### config.mk
export PLATFORM = sky130hd
export DESIGN_NAME = rtt_estimator_flat
export DESIGN_NICKNAME = d
export VERILOG_FILES = /design/src/rtl/core/rtt_pkg.sv /design/src/rtl/core/rtt_ifs.sv /design/src/rtl/core/rtt_estimator.sv /design/src/rtl/core/rtt_update.sv /design/src/flat_wrapper.sv
export SDC_FILE = /design/constraint.sdc
export NUM_CORES = 2
export LEC_CHECK = 0
export BUFFER_PORTS_ARGS = -buffer_cell sky130_fd_sc_hd__buf_2
export CAP_MARGIN = 15
export CORE_ASPECT_RATIO = 1.5
export CORE_MARGIN = 2
export CORE_UTILIZATION = 50
export DETAILED_ROUTE_END_ITERATION = 6
export GPL_TIMING_DRIVEN = 0
export PLACE_DENSITY = 0.69
export SYNTH_ARGS = -nofsm -noshare
export SYNTH_HDL_FRONTEND = slang
export SYNTH_SLANG_ARGS = --single-unit
### constraint.sdc
create_clock -name clk -period 16.8 [get_ports clk]
set_input_delay 0.84 -clock clk [delete_from_list [all_inputs] [get_ports clk]]
set_output_delay 0.84 -clock clk [all_outputs]
set_load 0.01 [all_outputs]
### src/rtl/core/rtt_pkg.sv
// Types, codes and constants of the RTT estimator
`timescale 1ns / 1ps

package rtt_pkg;

  localparam int unsigned OUT_W        = 32;
  localparam int unsigned NOW_W        = 63;
  localparam int unsigned MODE_W       = 2;
  localparam int unsigned TIME_WIDTH_D = 32;

  localparam logic [MODE_W-1:0] MODE_SAMPLE  = 2'd0;
  localparam logic [MODE_W-1:0] MODE_EXPIRE  = 2'd1;
  localparam logic [MODE_W-1:0] MODE_MIGRATE = 2'd2;

  localparam logic [OUT_W-1:0] ONE_SECOND_US  = 32'd1000000;
  localparam logic [OUT_W-1:0] INIT_RTT_RESET = 32'd100000;

  typedef struct packed {
    logic [MODE_W-1:0] mode;
    logic [OUT_W-1:0]  send_delta_us;
    logic [OUT_W-1:0]  ack_delay_us;
    logic [NOW_W-1:0]  now_us;
  } rtt_in_t;

  typedef struct packed {
    logic [OUT_W-1:0] smoothed_rtt_us;
    logic [OUT_W-1:0] mean_deviation_us;
    logic [OUT_W-1:0] min_rtt_us;
    logic [OUT_W-1:0] latest_rtt_us;
    logic [OUT_W-1:0] previous_srtt_us;
    logic [NOW_W-1:0] last_update_us;
    logic             took_min_path;
  } rtt_out_t;

endpackage

### src/rtl/core/rtt_ifs.sv
// Valid/ready stream interfaces for the RTT estimator channels
`timescale 1ns / 1ps

interface rtt_in_if;
  logic             valid;
  logic             ready;
  rtt_pkg::rtt_in_t data;

  modport source(output valid, output data, input ready);
  modport sink(input valid, input data, output ready);
endinterface

interface rtt_out_if;
  logic              valid;
  logic              ready;
  rtt_pkg::rtt_out_t data;

  modport source(output valid, output data, input ready);
  modport sink(input valid, input data, output ready);
endinterface

### src/rtl/core/rtt_estimator.sv
// RTT estimator top level: input register, state update and result register
//
// Usage:
//   in_ch carries one command per transaction: mode 0 takes an RTT sample
//   (send delta, ACK delay, timestamp), mode 1 expires the smoothed metrics,
//   mode 2 resets the estimate for connection migration; mode 3 changes nothing.
//   out_ch returns one transaction per command: the estimator state after it.
//   cfg_we/cfg_wdata write the initial smoothed RTT, used at the next
//   migration. Write it only while no command is in flight.
//   A command passes the input register and then the result register.
//   Throughput: one command per cycle while out_ch.ready stays high; the
//   update of the single state set from the registered command bounds the rate.
//   Reset (rst_n low, synchronous): pipeline empty, state back to its initial
//   values, initial RTT register back to 100000 us.
//   Receiver stall: the result register holds, the input register fills and
//   in_ch.ready drops until out_ch.ready returns.
//   RTT values are held in min(TIME_WIDTH, 32) bits.
`timescale 1ns / 1ps

module rtt_estimator #(
  parameter int unsigned TIME_WIDTH = rtt_pkg::TIME_WIDTH_D
) (
  input  logic                      clk,
  input  logic                      rst_n,
  rtt_in_if.sink                    in_ch,
  rtt_out_if.source                 out_ch,
  input  logic                      cfg_we,
  input  logic [rtt_pkg::OUT_W-1:0] cfg_wdata
);

  localparam int unsigned RW = (TIME_WIDTH < rtt_pkg::OUT_W) ? TIME_WIDTH : rtt_pkg::OUT_W;

  logic                     s1_valid_r;
  rtt_pkg::rtt_in_t         s1_data_r;
  logic                     out_valid_r;
  rtt_pkg::rtt_out_t        out_data_r;
  logic                     s1_adv;
  logic                     s1_fire;
  logic                     in_fire;

  logic [RW-1:0]            init_rtt_r;
  logic [RW-1:0]            latest_r;
  logic [RW-1:0]            min_r;
  logic [RW-1:0]            srtt_r;
  logic [RW-1:0]            prior_r;
  logic [RW-1:0]            dev_r;
  logic [rtt_pkg::NOW_W-1:0] last_r;

  logic [RW-1:0]            latest_nxt;
  logic [RW-1:0]            min_nxt;
  logic [RW-1:0]            srtt_nxt;
  logic [RW-1:0]            prior_nxt;
  logic [RW-1:0]            dev_nxt;
  logic [rtt_pkg::NOW_W-1:0] last_nxt;
  logic                     took_min;

  assign s1_adv       = !out_valid_r || out_ch.ready;
  assign s1_fire      = s1_valid_r && s1_adv;
  assign in_ch.ready  = !s1_valid_r || s1_adv;
  assign in_fire      = in_ch.valid && in_ch.ready;
  assign out_ch.valid = out_valid_r;
  assign out_ch.data  = out_data_r;

  rtt_update #(
    .RW(RW)
  ) u_update (
    .mode      (s1_data_r.mode),
    .delta     (s1_data_r.send_delta_us[RW-1:0]),
    .ackd      (s1_data_r.ack_delay_us[RW-1:0]),
    .now       (s1_data_r.now_us),
    .init_rtt  (init_rtt_r),
    .latest    (latest_r),
    .min_rtt   (min_r),
    .srtt      (srtt_r),
    .prior     (prior_r),
    .dev       (dev_r),
    .last      (last_r),
    .latest_nxt(latest_nxt),
    .min_nxt   (min_nxt),
    .srtt_nxt  (srtt_nxt),
    .prior_nxt (prior_nxt),
    .dev_nxt   (dev_nxt),
    .last_nxt  (last_nxt),
    .took_min  (took_min)
  );

  always_ff @(posedge clk) begin
    if (!rst_n) begin
      s1_valid_r  <= 1'b0;
      out_valid_r <= 1'b0;
    end else begin
      s1_valid_r  <= in_fire || (s1_valid_r && !s1_adv);
      out_valid_r <= s1_fire || (out_valid_r && !out_ch.ready);
    end
  end

  always_ff @(posedge clk) begin
    if (!rst_n) begin
      init_rtt_r <= rtt_pkg::INIT_RTT_RESET[RW-1:0];
    end else if (cfg_we) begin
      init_rtt_r <= cfg_wdata[RW-1:0];
    end
  end

  always_ff @(posedge clk) begin
    if (!rst_n) begin
      latest_r <= '0;
      min_r    <= rtt_pkg::ONE_SECOND_US[RW-1:0];
      srtt_r   <= rtt_pkg::INIT_RTT_RESET[RW-1:0];
      prior_r  <= '0;
      dev_r    <= '0;
      last_r   <= '0;
    end else if (s1_fire) begin
      latest_r <= latest_nxt;
      min_r    <= min_nxt;
      srtt_r   <= srtt_nxt;
      prior_r  <= prior_nxt;
      dev_r    <= dev_nxt;
      last_r   <= last_nxt;
    end
  end

  always_ff @(posedge clk) begin
    if (in_fire) begin
      s1_data_r <= in_ch.data;
    end
  end

  always_ff @(posedge clk) begin
    if (s1_fire) begin
      out_data_r.smoothed_rtt_us   <= rtt_pkg::OUT_W'(srtt_nxt);
      out_data_r.mean_deviation_us <= rtt_pkg::OUT_W'(dev_nxt);
      out_data_r.min_rtt_us        <= rtt_pkg::OUT_W'(min_nxt);
      out_data_r.latest_rtt_us     <= rtt_pkg::OUT_W'(latest_nxt);
      out_data_r.previous_srtt_us  <= rtt_pkg::OUT_W'(prior_nxt);
      out_data_r.last_update_us    <= last_nxt;
      out_data_r.took_min_path     <= took_min;
    end
  end

endmodule

### src/rtl/core/rtt_update.sv
// Combinational next-state logic of the RTT estimator
`timescale 1ns / 1ps

module rtt_update #(
  parameter int unsigned RW = rtt_pkg::TIME_WIDTH_D
) (
  input  logic [rtt_pkg::MODE_W-1:0] mode,
  input  logic [RW-1:0]              delta,
  input  logic [RW-1:0]              ackd,
  input  logic [rtt_pkg::NOW_W-1:0]  now,
  input  logic [RW-1:0]              init_rtt,
  input  logic [RW-1:0]              latest,
  input  logic [RW-1:0]              min_rtt,
  input  logic [RW-1:0]              srtt,
  input  logic [RW-1:0]              prior,
  input  logic [RW-1:0]              dev,
  input  logic [rtt_pkg::NOW_W-1:0]  last,
  output logic [RW-1:0]              latest_nxt,
  output logic [RW-1:0]              min_nxt,
  output logic [RW-1:0]              srtt_nxt,
  output logic [RW-1:0]              prior_nxt,
  output logic [RW-1:0]              dev_nxt,
  output logic [rtt_pkg::NOW_W-1:0]  last_nxt,
  output logic                       took_min
);

  logic          min_path;
  logic          sub_ack;
  logic [RW-1:0] sample;
  logic [RW-1:0] blend_x;
  logic [RW+2:0] blend_sum;
  logic [RW-1:0] blend;
  logic [RW-1:0] smp_diff;
  logic [RW+1:0] dev_sum;
  logic [RW-1:0] dev_smp;
  logic [RW-1:0] exp_diff;
  logic [RW-1:0] delta_m_min;

  assign min_path    = (min_rtt > delta) && (delta > (srtt >> 1));
  assign delta_m_min = delta - min_rtt;
  assign sub_ack     = (delta >= min_rtt) && (delta_m_min >= ackd);
  assign sample      = sub_ack ? (delta - ackd) : delta;
  assign blend_x     = min_path ? delta : sample;

  assign blend_sum = ({3'b000, srtt} << 2) + ({3'b000, srtt} << 1) + ({3'b000, blend_x} << 1);
  assign blend     = blend_sum[RW+2:3];

  assign smp_diff = (srtt > sample) ? (srtt - sample) : (sample - srtt);
  assign dev_sum  = ({2'b00, dev} << 1) + {2'b00, dev} + {2'b00, smp_diff};
  assign dev_smp  = dev_sum[RW+1:2];

  assign exp_diff = (srtt > latest) ? (srtt - latest) : (latest - srtt);

  always_comb begin
    latest_nxt = latest;
    min_nxt    = min_rtt;
    srtt_nxt   = srtt;
    prior_nxt  = prior;
    dev_nxt    = dev;
    last_nxt   = last;
    took_min   = 1'b0;
    case (mode)
      rtt_pkg::MODE_SAMPLE: begin
        last_nxt  = now;
        prior_nxt = srtt;
        srtt_nxt  = blend;
        if (min_path) begin
          min_nxt    = delta;
          latest_nxt = delta;
          took_min   = 1'b1;
        end else begin
          latest_nxt = sample;
          dev_nxt    = dev_smp;
        end
      end
      rtt_pkg::MODE_EXPIRE: begin
        if (exp_diff > dev) begin
          dev_nxt = exp_diff;
        end
        if (latest > srtt) begin
          srtt_nxt = latest;
        end
      end
      rtt_pkg::MODE_MIGRATE: begin
        latest_nxt = '0;
        min_nxt    = rtt_pkg::ONE_SECOND_US[RW-1:0];
        srtt_nxt   = init_rtt;
        dev_nxt    = '0;
      end
      default: begin
        took_min = 1'b0;
      end
    endcase
  end

endmodule

### src/flat_wrapper.sv
// flat-port wrapper written by rule: the top's interface ports become plain ports
module rtt_estimator_flat 
#(
  parameter int unsigned TIME_WIDTH = rtt_pkg::TIME_WIDTH_D
)
  (clk, rst_n, cfg_we, cfg_wdata, in_ch_valid, in_ch_data, in_ch_ready, out_ch_valid, out_ch_data, out_ch_ready);
  rtt_in_if in_ch_i ();
  rtt_out_if out_ch_i ();
  input  logic clk;
  input  logic rst_n;
  input  logic cfg_we;
  input  logic [rtt_pkg::OUT_W-1:0] cfg_wdata;
  input wire logic [$bits(in_ch_i.valid)-1:0] in_ch_valid;
  input wire logic [$bits(in_ch_i.data)-1:0] in_ch_data;
  output wire logic [$bits(in_ch_i.ready)-1:0] in_ch_ready;
  output wire logic [$bits(out_ch_i.valid)-1:0] out_ch_valid;
  output wire logic [$bits(out_ch_i.data)-1:0] out_ch_data;
  input wire logic [$bits(out_ch_i.ready)-1:0] out_ch_ready;
  assign in_ch_i.valid = in_ch_valid;
  assign in_ch_i.data = in_ch_data;
  assign in_ch_ready = in_ch_i.ready;
  assign out_ch_valid = out_ch_i.valid;
  assign out_ch_data = out_ch_i.data;
  assign out_ch_i.ready = out_ch_ready;
  rtt_estimator #(.TIME_WIDTH(TIME_WIDTH)) u_core (.clk(clk), .rst_n(rst_n), .in_ch(in_ch_i), .out_ch(out_ch_i), .cfg_we(cfg_we), .cfg_wdata(cfg_wdata));
endmodule
==> metrics.txt <==
outcome finished, violations left; failing checks DRC; Place WS 1.13 ns; std cell rows 127; DP Area 43900 um2; PostCTS Resize Cnt 0; total power 5790 uW; first-pass GRT wire length 230000 um; hold path cells 1; TritonCTS Sinks 610; Final Cycle Share 96.5%; PwrDens 126 nW/um2; via count 36900; internal power 3430 uW; hold path start in_ch_data[37]; CP Data Arrival Time 16.63 ns; Clk pwr share 25.2%; placed cells 5962; Layout fillers 7383; Die Ht 352 um; Final WS setup 0.593 ns; fin area 46000 um2; WHS Endpoint u_core.s1_data_r[37]; Post-synth EDFFs 353; RSZ-0062 raised after global routing no; Slew @ Worst Pin 1.34 ns; IO buf count 390; Ys Warns 0; core area 79900 um2; clk slew on worst S/H paths 0.07 ns; vias in the first global route 36700; top-area cell type share of the netlist area 26.2%; latest clock arrival within the worst-skew pair 0.69 ns; CTS tree done; Die W 236 um; Distinct cells, synth 99; Sw Ratio 40.7%; H-tree depth 2; clock tree root buffer cell clkbuf_16; Mapped Avg Cell Area 8.92 um2; setup bufs post-CTS 0; CTS Buf Count 59; final setup violation count 0; Relative slew margins 10.9%; die area 83100 um2; Mapped Area 40400 um2; reg2reg start u_core.s1_data_r[96]; cts-stage hold buffer count 0; Main synth FF type edfxtp_1; register area share after synthesis 39.0%; Comb power frac 44.8%; commonest non-fill, non-tap cell in the layout nand2_1; maximum vdd drop 0.128 mV; max-cap viol count 0; Max Slew Vio Count 0; final net count 5575; ANT nets after route 0; register-to-register path setup slack 0.59 ns; GR Overflow Total 0; Final Hold Vio Count 0; worst flop-to-flop path endpoint u_core.out_ch.data[189]; vias per inst 6.07; Layout Skew 0.0427 ns; CP required 17.22 ns; DP Wirelength 129000 um; largest area contributor in the netlist edfxtp_1; P_sw 2360 uW; Tot GR Track Use 37.7%; Final TNS setup 0 ns; WS Path Type flip-flop to flip-flop; syn_nets 5111; Syn Inst Count 4528; f_max 61.7 MHz; first drt pass iteration count 7; FFs w/ async S/R, synth 0%; largest net degree at the start of global routing 68; DR iter-0 viols 2654; routed length per placed instance 26.3 um; Sequential Power Share 30.1%; Yosys reg bits 610; Layout Cells excl Fill 6084; Lkg Pwr 0.0200 uW; Max Buffers Root-to-Sink 3; reg2reg path depth 49; initial antenna violation count 11; Ports 392; synth top area cells edfxtp_1, dfxtp_1, ha_1; final wirelength 160000 um; Initial Util 50.5%; routability cong. 1.05; CP peak stage delay 0.95 ns; CP startpoint kind flip-flop; most frequent cells in the layout nand2_1, a21oi_1, buf_2; Synth-to-Final Area Change 14.0%; Slowest-stage cell, CP nor4b_1; Worst Setup End Kind flip-flop; DR DRC count 2; share of layout cells above drive strength 1 12.1%; minimum clock period 16.21 ns; Critical Path Fanout Max 10; Hold Crit Class input pin to flip-flop
[layer usage]
metal / GRT usage [%] / wire [um] / vias to the layer above
met1: 39.6 / 55700 / 17500
met2: 63.3 / 75300 / 1791
met3: 7.40 / 11800 / 627
met5: 0 / 40 / -
li1: - / - / 17000
met4: 35.0 / 17300 / 6
[Yosys cell counts (70+ instances only)]
library cell  instances
o21ai_0             262
clkbuf_1            155
edfxtp_1            353
dfxtp_1             257
nand2_1             738
ha_1                347
a21oi_1             455
inv_1               411
fa_1                 70
xnor2_1             107
mux2i_1              93
a21o_1              128
nor2_1              230
[registers in the layout, summed over array words and instances (netlist names)]
signal	cells
u_core.out_ch.data	224
u_core.s1_data_r	129
u_core.last_r	63
u_core.dev_r	32
u_core.init_rtt_r	32
u_core.latest_r	32
u_core.min_r	32
u_core.prior_r	32
u_core.srtt_r	32
u_core.out_ch.valid	1
u_core.s1_valid_r	1
[worst max path at each step]
stage | start | endpoint | cells after the start
2_1_floorplan | u_core.s1_data_r[96] | u_core.dev_r[29] | 50
3_3_place_gp | u_core.s1_data_r[96] | u_core.dev_r[29] | 49
3_5_place_dp | u_core.s1_data_r[96] | u_core.out_ch.data[189] | 49
4_1_cts | u_core.s1_data_r[96] | u_core.out_ch.data[189] | 49
5_1_grt | u_core.s1_data_r[96] | u_core.out_ch.data[189] | 49
6_report | u_core.s1_data_r[96] | u_core.out_ch.data[189] | 49
[final cells by class]
type | instances | area, um2 | share of cell area (%)
antenna | 9 | 22.5 | 0.0489
buffer | 210 | 851 | 1.85
timing repair buffer | 403 | 2230 | 4.84
sequential | 610 | 15700 | 34.2
inverter | 414 | 1550 | 3.38
multi-input combinational | 3294 | 22200 | 48.3
tap | 1032 | 1290 | 2.81
clock inverter | 36 | 478 | 1.04
clock buffer | 76 | 1610 | 3.50
[critical path, delay by kind of cell (launching register included)]
kind | cells | cell delay, ns
adders and majority gates | 5 | 2.02
buffers and inverters | 7 | 2.50
and+or+nand+nor | 10 | 3.22
muxes | 1 | 0.27
DFF | 1 | 0.53
AOI/OAI and AO/OA | 23 | 6.86
xor gates and xnor gates | 3 | 0.47
[cell families (layout without fill, tap and decap cells)]
kind of cell | after synthesis | count (layout) | share of synthesized area (%)
buffers and inverters | 624 | 1139 | 5.94
adder cells (fa/ha/maj) | 417 | 417 | 14.2
XOR/XNOR | 164 | 164 | 3.56
AO/OA/AOI/OAI | 1307 | 1307 | 20.4
AND/OR/NAND/NOR | 1284 | 1284 | 13.7
other | 0 | 9 | 0
multiplexers | 122 | 122 | 3.11
flip-flops | 610 | 610 | 39.0
[metrics by stage]
| step | hold slack [ns] | utilization, % |
|---|---|---|
| final | 0.336 | 57.6 |
| after global routing | 0.320 | 57.6 |
| after CTS | 0.308 | 57.5 |
| after detailed placement | 0.447 | 54.9 |
| after global placement | 0.441 | 54.6 |
| after floorplan | 0.436 | - |
[power by group through the flow]
stage          Combinational, uW  Clock, uW  Sequential, uW
5_1_grt                     2790       1530            1750
2_1_floorplan               1700          0            1790
6_report                    2590       1460            1740
4_1_cts                     2520       1470            1740
3_3_place_gp                2460          0            1790
3_5_place_dp                2500          0            1770
Note: power is estimated with default switching activity, not from simulation.
